File: config.mk
export PLATFORM = sky130hd
export DESIGN_NAME = hsv_to_rgb_converter
export DESIGN_NICKNAME = d
export VERILOG_FILES = /design/src/rtl/hsvrgb_pkg.sv /design/src/rtl/hsvrgb_scale.sv /design/src/rtl/hsv_to_rgb_converter.sv
export VERILOG_INCLUDE_DIRS = /design/src /design/src/rtl
export SDC_FILE = /design/constraint.sdc
export NUM_CORES = 2
export LEC_CHECK = 0
export BUFFER_PORTS_ARGS = -buffer_cell sky130_fd_sc_hd__buf_2
export CORE_MARGIN = 1.5
export CORE_UTILIZATION = 55
export CTS_BUF_LIST = sky130_fd_sc_hd__clkbuf_8
export DETAILED_ROUTE_END_ITERATION = 10
export PLACE_DENSITY_LB_ADDON = 0.3
export SYNTH_ARGS = -nofsm -noshare
export SYNTH_HDL_FRONTEND = slang
export SYNTH_SLANG_ARGS = --single-unit
File: constraint.sdc
create_clock -name clk_i -period 16.38 [get_ports clk_i]
set_input_delay 2.457 -clock clk_i [delete_from_list [all_inputs] [get_ports clk_i]]
set_output_delay 2.457 -clock clk_i [all_outputs]
set_load 0.01 [all_outputs]
File: src/rtl/hsv_to_rgb_converter_macros.svh
// Assertion macros shared by the HSV to RGB converter RTL.
// Depends on nothing; files that check their logic include it.
`ifndef HSV_TO_RGB_CONVERTER_MACROS_SVH
`define HSV_TO_RGB_CONVERTER_MACROS_SVH

// Same-cycle implication, checked outside reset.
`define HSVRGB_ASSERT_IMP(lbl, ante, cons, msg) \
  lbl: assert property (@(posedge clk_i) disable iff (!rst_ni) (ante) |-> (cons)) \
    else $error(msg);

// Implication that lands a fixed number of cycles later.
`define HSVRGB_ASSERT_DLY(lbl, ante, dly, cons, msg) \
  lbl: assert property (@(posedge clk_i) disable iff (!rst_ni) (ante) |-> ##dly (cons)) \
    else $error(msg);

`endif

File: src/rtl/hsvrgb_pkg.sv
// Package for the HSV to RGB converter: field widths, fixed-point constants
// and the hue sector type. No dependencies.
package hsvrgb_pkg;

  localparam int HUE_W    = 17;
  localparam int SAT_W    = 9;
  localparam int CH_W     = 8;
  localparam int IDX_W    = 4;   // raw sector count before the 360 degree wrap, 0..8
  localparam int FRAC_W   = 14;
  localparam int PROD_W   = 23;  // frac * saturation
  localparam int K_W      = 22;  // channel weight, at most one sector times 1.0

  localparam int SECTOR_COUNTS = 15360;           // 60 degrees, 8 fraction bits
  localparam int K_FULL        = SECTOR_COUNTS * 256;
  localparam int MAX_IDX       = 8;               // 17-bit hue stays below 9 sectors
  localparam int LATENCY       = 7;

  typedef enum logic [2:0] {
    SEC_RED_YELLOW,
    SEC_YELLOW_GREEN,
    SEC_GREEN_CYAN,
    SEC_CYAN_BLUE,
    SEC_BLUE_MAGENTA,
    SEC_MAGENTA_RED
  } sector_e;

endpackage

File: src/rtl/hsvrgb_scale.sv
// Two-stage channel scaler: brightness times weight, then *255 / (15 * 2^26)
// done as *17 >> 26, clamped to a byte. Uses hsvrgb_pkg.
module hsvrgb_scale (
  input  logic                          clk_i,
  input  logic [hsvrgb_pkg::SAT_W-1:0]  val_i,
  input  logic [hsvrgb_pkg::K_W-1:0]    k_i,
  output logic [hsvrgb_pkg::CH_W-1:0]   chan_o
);

  localparam int MUL_W = hsvrgb_pkg::SAT_W + hsvrgb_pkg::K_W;
  localparam int X17_W = MUL_W + 5;
  localparam int SHIFT = 26;

  logic [MUL_W-1:0]            prod_d, prod_q;
  logic [X17_W-1:0]            x17;
  logic [X17_W-SHIFT-1:0]      raw;
  logic [hsvrgb_pkg::CH_W-1:0] chan_d, chan_q;

  assign prod_d = MUL_W'(val_i) * MUL_W'(k_i);

  // 255/(15*2^26) == 17/2^26 exactly, so the floor matches the exact divide
  assign x17    = {5'b0, prod_q}
                + {1'b0, prod_q, 4'b0};
  assign raw    = x17[X17_W-1:SHIFT];
  assign chan_d = (|raw[X17_W-SHIFT-1:hsvrgb_pkg::CH_W]) ? '1 : raw[hsvrgb_pkg::CH_W-1:0];

  always_ff @(posedge clk_i) begin
    prod_q <= prod_d;
    chan_q <= chan_d;
  end

  assign chan_o = chan_q;

endmodule

File: src/rtl/hsv_to_rgb_converter.sv
// HSV to RGB converter, top level: seven-stage pipeline, one pixel per clock.
// Uses hsvrgb_pkg, hsvrgb_scale and hsv_to_rgb_converter_macros.svh.
//
// Usage:
//   An item is taken at a rising edge with start_i high and busy_o low.
//   busy_o is always low: the pipeline takes a new pixel every cycle.
//   hue_i is degrees with 8 fraction bits (wraps at 360), saturation_i and
//   brightness_i are Q1.8 with 256 meaning 1.0.
//   After acceptance valid_o is high for one cycle with
//   red_o, green_o and blue_o; items leave in order, one per cycle at most.
//   Latency is set by the stage chain: sector search, fraction, weight
//   products, weight subtract, brightness multiply, scale and clamp, and the
//   output register.
//   The receiver cannot stall, and none is needed: nothing here waits.
//   Reset (rst_ni low, asynchronous) drops every item in flight; the data
//   path registers are not reset.
`include "hsv_to_rgb_converter_macros.svh"

module hsv_to_rgb_converter (
  input  logic                          clk_i,
  input  logic                          rst_ni,
  input  logic                          start_i,
  output logic                          busy_o,
  input  logic [hsvrgb_pkg::HUE_W-1:0]  hue_i,
  input  logic [hsvrgb_pkg::SAT_W-1:0]  saturation_i,
  input  logic [hsvrgb_pkg::SAT_W-1:0]  brightness_i,
  output logic                          valid_o,
  output logic [hsvrgb_pkg::CH_W-1:0]   red_o,
  output logic [hsvrgb_pkg::CH_W-1:0]   green_o,
  output logic [hsvrgb_pkg::CH_W-1:0]   blue_o
);

  localparam int SAT_W  = hsvrgb_pkg::SAT_W;
  localparam int HUE_W  = hsvrgb_pkg::HUE_W;
  localparam int IDX_W  = hsvrgb_pkg::IDX_W;
  localparam int FRAC_W = hsvrgb_pkg::FRAC_W;
  localparam int PROD_W = hsvrgb_pkg::PROD_W;
  localparam int K_W    = hsvrgb_pkg::K_W;
  localparam int CH_W   = hsvrgb_pkg::CH_W;
  localparam int LAT    = hsvrgb_pkg::LATENCY;

  logic [LAT-1:0] vld_d, vld_q;

  // stage 1: raw sector index
  logic [IDX_W-1:0] idx_d, idx_q;
  logic [HUE_W-1:0] hue_q;
  logic [SAT_W-1:0] sat1_q, val1_q;

  // stage 2: fraction and wrapped sector
  logic [FRAC_W-1:0]     frac_d, frac_q;
  hsvrgb_pkg::sector_e   sec_d, sec2_q, sec3_q, sec4_q, sec5_q, sec6_q;
  logic [SAT_W-1:0]      sat2_q, val2_q;

  // stage 3: weight products
  logic [PROD_W-1:0] pq_d, pq_q, pt_d, pt_q;
  logic [SAT_W-1:0]  kp_d, kp_q, val3_q;

  // stage 4: channel weights
  logic [K_W-1:0]    kq_d, kq_q, kt_d, kt_q, kpw_d, kpw_q;
  logic [SAT_W-1:0]  val4_q;

  logic [CH_W-1:0] cv, cp, cq, ct;
  logic [CH_W-1:0] red_d, green_d, blue_d, red_q, green_q, blue_q;

  assign busy_o = 1'b0;
  assign vld_d  = {vld_q[LAT-2:0], start_i};

  always_comb begin
    idx_d = '0;
    for (int k = 1; k <= hsvrgb_pkg::MAX_IDX; k++) begin
      if (hue_i >= HUE_W'(k * hsvrgb_pkg::SECTOR_COUNTS)) begin
        idx_d = IDX_W'(k);
      end
    end
  end

  assign frac_d = FRAC_W'(hue_q - HUE_W'(idx_q * HUE_W'(hsvrgb_pkg::SECTOR_COUNTS)));
  assign sec_d  = (idx_q >= IDX_W'(6)) ? hsvrgb_pkg::sector_e'(3'(idx_q - IDX_W'(6)))
                                       : hsvrgb_pkg::sector_e'(idx_q[2:0]);

  assign pq_d = PROD_W'(frac_q) * PROD_W'(sat2_q);
  assign pt_d = PROD_W'(FRAC_W'(hsvrgb_pkg::SECTOR_COUNTS) - frac_q) * PROD_W'(sat2_q);
  assign kp_d = (sat2_q >= SAT_W'(256)) ? '0 : SAT_W'(256) - sat2_q;

  // a weight at or below zero gives a black channel
  assign kq_d  = (pq_q >= PROD_W'(hsvrgb_pkg::K_FULL)) ? '0
               : K_W'(PROD_W'(hsvrgb_pkg::K_FULL) - pq_q);
  assign kt_d  = (pt_q >= PROD_W'(hsvrgb_pkg::K_FULL)) ? '0
               : K_W'(PROD_W'(hsvrgb_pkg::K_FULL) - pt_q);
  assign kpw_d = K_W'(kp_q * hsvrgb_pkg::SECTOR_COUNTS);

  always_ff @(posedge clk_i or negedge rst_ni) begin
    if (!rst_ni) begin
      vld_q <= '0;
    end else begin
      vld_q <= vld_d;
    end
  end

  always_ff @(posedge clk_i) begin
    idx_q   <= idx_d;
    hue_q   <= hue_i;
    sat1_q  <= saturation_i;
    val1_q  <= brightness_i;
    frac_q  <= frac_d;
    sec2_q  <= sec_d;
    sat2_q  <= sat1_q;
    val2_q  <= val1_q;
    pq_q    <= pq_d;
    pt_q    <= pt_d;
    kp_q    <= kp_d;
    sec3_q  <= sec2_q;
    val3_q  <= val2_q;
    kq_q    <= kq_d;
    kt_q    <= kt_d;
    kpw_q   <= kpw_d;
    sec4_q  <= sec3_q;
    val4_q  <= val3_q;
    sec5_q  <= sec4_q;
    sec6_q  <= sec5_q;
    red_q   <= red_d;
    green_q <= green_d;
    blue_q  <= blue_d;
  end

  hsvrgb_scale u_scale_v (.clk_i, .val_i(val4_q), .k_i(K_W'(hsvrgb_pkg::K_FULL)), .chan_o(cv));
  hsvrgb_scale u_scale_p (.clk_i, .val_i(val4_q), .k_i(kpw_q), .chan_o(cp));
  hsvrgb_scale u_scale_q (.clk_i, .val_i(val4_q), .k_i(kq_q),  .chan_o(cq));
  hsvrgb_scale u_scale_t (.clk_i, .val_i(val4_q), .k_i(kt_q),  .chan_o(ct));

  always_comb begin
    case (sec6_q)
      hsvrgb_pkg::SEC_RED_YELLOW:   begin red_d = cv; green_d = ct; blue_d = cp; end
      hsvrgb_pkg::SEC_YELLOW_GREEN: begin red_d = cq; green_d = cv; blue_d = cp; end
      hsvrgb_pkg::SEC_GREEN_CYAN:   begin red_d = cp; green_d = cv; blue_d = ct; end
      hsvrgb_pkg::SEC_CYAN_BLUE:    begin red_d = cp; green_d = cq; blue_d = cv; end
      hsvrgb_pkg::SEC_BLUE_MAGENTA: begin red_d = ct; green_d = cp; blue_d = cv; end
      default:                      begin red_d = cv; green_d = cp; blue_d = cq; end
    endcase
  end

  assign valid_o = vld_q[LAT-1];
  assign red_o   = red_q;
  assign green_o = green_q;
  assign blue_o  = blue_q;

  `HSVRGB_ASSERT_DLY(a_latency, start_i, 7, valid_o, "accepted item did not come out on time")
  `HSVRGB_ASSERT_IMP(a_idx_range, vld_q[0], idx_q <= IDX_W'(hsvrgb_pkg::MAX_IDX), "sector index out of range")
  `HSVRGB_ASSERT_IMP(a_frac_range, vld_q[1], frac_q < FRAC_W'(hsvrgb_pkg::SECTOR_COUNTS), "fraction not below one sector")
  `HSVRGB_ASSERT_IMP(a_sec_range, vld_q[1], sec2_q <= hsvrgb_pkg::SEC_MAGENTA_RED, "wrapped sector above five")
  `HSVRGB_ASSERT_DLY(a_black, start_i && brightness_i == '0, 7, red_o == '0 && green_o == '0 && blue_o == '0, "zero brightness gave a lit pixel")

endmodule

==> summary.md <==
At the pin with the least slew margin, the transition time is 1.05 ns. For this run, the detailed router's first-pass iteration total came to 5. Along the worst hold path, the cell count comes to 0. For the remaining antenna violation count, the log shows 0. The library cell appearing most often on the critical path was inv_1.

For the worst-skew pair later-pin latency, the log shows 0.67 ns. The layout cell share with drive strength beyond 1 is 0.0580, and the total number of cells along the worst setup path is 25. Data on the critical path is required at its endpoint by 16.93 ns. For this design the top-level I/O count stands at 64. The net count of the finished layout is 5019. For the detailed-route via count, the log shows 26500. Initial antenna violation count: 1. The H-tree depth reported by CTS was 3; the aggregate global routing overflow was 0. Among all stages on the critical path, the largest delay is contributed by a2111oi_0.

The count of final max-slew check failures is 0. The path class of the lowest-slack min-delay path is reg -> reg. Counting every sink on the clock net gives 370. Clock skew on the completed layout was measured at 0.0415 ns. The hold-fix buffer count after cts came out at 0. In this design, the stage delay of the slowest critical-path cell is 0.61 ns. The clock transition at the register clock pins on the worst setup and hold paths after CTS came out at 0.07 ns.

The count of buffers added on input and output ports is 62. The leading register cell type out of synthesis was dfxtp_1. Dividing the detail-routed via count by the number of cells gives 5.33. The run finished with clean final reports. The run gives 0 as the max capacitance violation total. The kind of cell adding the most delay to the critical path is adder cells. The half-perimeter wire length of the detailed placement result was 59300 µm; the largest buffer count on any clock path was 3.

The largest fanout on the critical path was 9; the area added between synthesis and finish was 6.35%. The final period utilization works out to 0.441. The tools report the count of unique library cells instantiated by Yosys as 73. The pin count of the biggest net entering global routing is 63, and the starting density of the core is 0.557. After synthesis the netlist holds a flip-flop and latch count of 370. The final number of hold-violating endpoints came out at 0. Before CTS, the worst setup slack after placement is 9.16 ns.

Across all setup checks in the final design, the least slack found is 9.16 ns. The relative max-transition margin was 0.294. At the end of routability-driven placement, the weighted congestion stood at 0.872.

The worst path in the final design needs a cycle of 7.22 ns, including I/O delays and setup. The root buffer cell was clkbuf_8. The average cell area after synthesis was 9.23 µm². From left edge to right edge, the die measures 264 µm. The die is 264 µm tall. The run gives 5035 as the post-synthesis net count.

The setup path with the least slack is of type reg -> reg. For this run, the number of Yosys warnings is 0. The fraction of registers with async set or reset after synthesis works out to 0.0189.

For this run, design rule violations remaining after detail routing come to 0. The tools report the post-synthesis instance area as 37500 µm². The worst setup path is captured at a flop. The number of core rows came out at 95. The sequential element share of the synthesized area came out at 0.198. The area of the die was 69800 µm²; the post-detailed-routing wire length was 77200 µm. STA classifies the critical path startpoint as a flop. After floorplanning, the core was sized to cover 67400 µm². The count of flip-flops with a built-in enable after synthesis was 0; the setup fix buffers added after clock tree synthesis was 0.

The detailed router finished its first iteration with 1280 violations. Counting both buffers and inverters, the worst setup path holds a total of 6. The first global-routing pass estimated 133000 µm of wire. The post-synthesis instance total was 4067. The number of buffers created by CTS came out at 66.

The run gives 139 MHz as the fmax. At the worst endpoint, the arrival time is 7.77 ns. The total of endpoints with negative setup slack in the final report was 0; the number of instances resized during post-cts repair was 0. For the via count of the first global-routing pass, the log shows 27600. TritonCTS built the clock tree.

Overall global routing resource usage: 0.232. Setup repair after global routing left no endpoint under its margin. The final total negative setup slack came out at 0 ns. The worst reg2reg path depth was 25; the routed wire length per instance was 15.5 µm.
[synth_stat cells, types with 7 or more instances]
cell	n	area, µm²
and3_1	10	62.6
nand3b_1	8	60.1
o21a_1	21	158
o21ai_0	104	521
ha_1	353	4420
nor4_1	18	113
o211ai_1	12	90.1
xnor2_1	119	1040
or2_2	7	43.8
nor3b_1	8	60.1
buf_1	19	71.3
nand3_1	39	195
nor3_1	63	315
nand2b_1	31	194
fa_1	577	11600
a211o_1	11	96.3
mux2_2	19	214
nand4_1	9	56.3
o2111ai_1	7	61.3
a2111oi_0	7	61.3
dfrtp_1	7	175
dfxtp_1	363	7270
xor2_1	60	526
and2_1	293	1830
nor2_1	168	631
inv_1	632	2370
a21o_1	33	248
or3_1	17	106
a21oi_1	115	576
o21bai_1	22	165
a31oi_1	12	75.1
o31ai_1	13	97.6
clkbuf_1	146	548
nand2_1	582	2180
o22ai_1	9	56.3
nor2b_1	31	194
mux2i_1	25	250
a211oi_1	30	225
[registers in the layout, summed over array words and instances, names as in the netlist, 9 cells and up]
| name | flops |
|---|---|
| sat2_q | 9 |
| pt_q | 23 |
| kpw_q | 12 |
| sat1_q | 9 |
| kq_q | 22 |
| val3_q | 9 |
| frac_q | 14 |
| val1_q | 9 |
| val2_q | 9 |
| kp_q | 9 |
| u_scale_q.prod_q | 31 |
| pq_q | 22 |
| hue_q | 14 |
| val4_q | 9 |
| kt_q | 22 |
| u_scale_p.prod_q | 21 |
| u_scale_t.prod_q | 31 |
| u_scale_v.prod_q | 13 |
[routing by layer]
layer | routed length, µm | vias to the layer above | GRT usage
met4 | 2040 | 0 | 0.0727
li1 | - | 12700 | -
met3 | 4650 | 145 | 0.0468
met1 | 34000 | 12900 | 0.299
met2 | 36500 | 667 | 0.393
met5 | 0 | - | 0
[layout by cell type (no fill, tap or decap), types with 30 or more instances in the layout]
master and n:
a211oi_1 30, a21o_1 33, a21oi_1 115, and2_1 293
buf_2 62, clkbuf_8 80, dfxtp_1 353, fa_1 577
ha_1 353, inv_1 647, nand2_1 582, nand2b_1 31
nand3_1 39, nor2_1 168, nor2b_1 31, nor3_1 63
o21ai_0 104, xnor2_1 119, xor2_1 60
[through the flow]
stage          hold WS, ns  instances   util  cell area [µm²]
2_1_floorplan        0.310       4067      -            37500
3_3_place_gp         0.311       4856  0.571            38500
3_5_place_dp         0.312       4856  0.571            38500
4_1_cts              0.322       4973  0.592            39900
5_1_grt              0.324       4974  0.592            39900
6_report             0.322       4974  0.592            39900
[layout make-up]
cell class | count | area, µm²
Timing Repair Buffer | 83 | 468
Sequential cell | 370 | 7450
Tap cell | 873 | 1090
Fill cell | 5767 | 27500
Clock inverter | 37 | 344
Clock buffer | 80 | 1100
Inverter | 632 | 2370
Multi-Input combinational cell | 2898 | 27100
Antenna cell | 1 | 2.50
[path summary, 6_finish.rpt]
check,start,slack [ns],end
worst max-delay path,frac_q[1],9.16,pt_q[22]
worst min-delay path,sat1_q[6],0.32,sat2_q[6]
max in group asynchronous,rst_ni,14.59,vld_q[2]
min in group asynchronous,rst_ni,1.63,vld_q[6]
worst min register to register,sat1_q[6],0.32,sat2_q[6]
worst max register to register,frac_q[1],9.16,pt_q[22]
[kinds of logic after synthesis]
kind of cell             share of synthesized area
flip-flops                                   0.198
AO/OA/AOI/OAI                               0.0761
AND/OR/NAND/NOR                              0.166
buffers and inverters                       0.0802
multiplexers                                0.0124
adder cells (fa/ha/maj)                      0.426
XOR/XNOR                                    0.0418
other                                    0.0000999
Power is left out: the tool's default activity adds up to more than one toggle a clock period on the data nets, which glitch-free logic cannot reach.
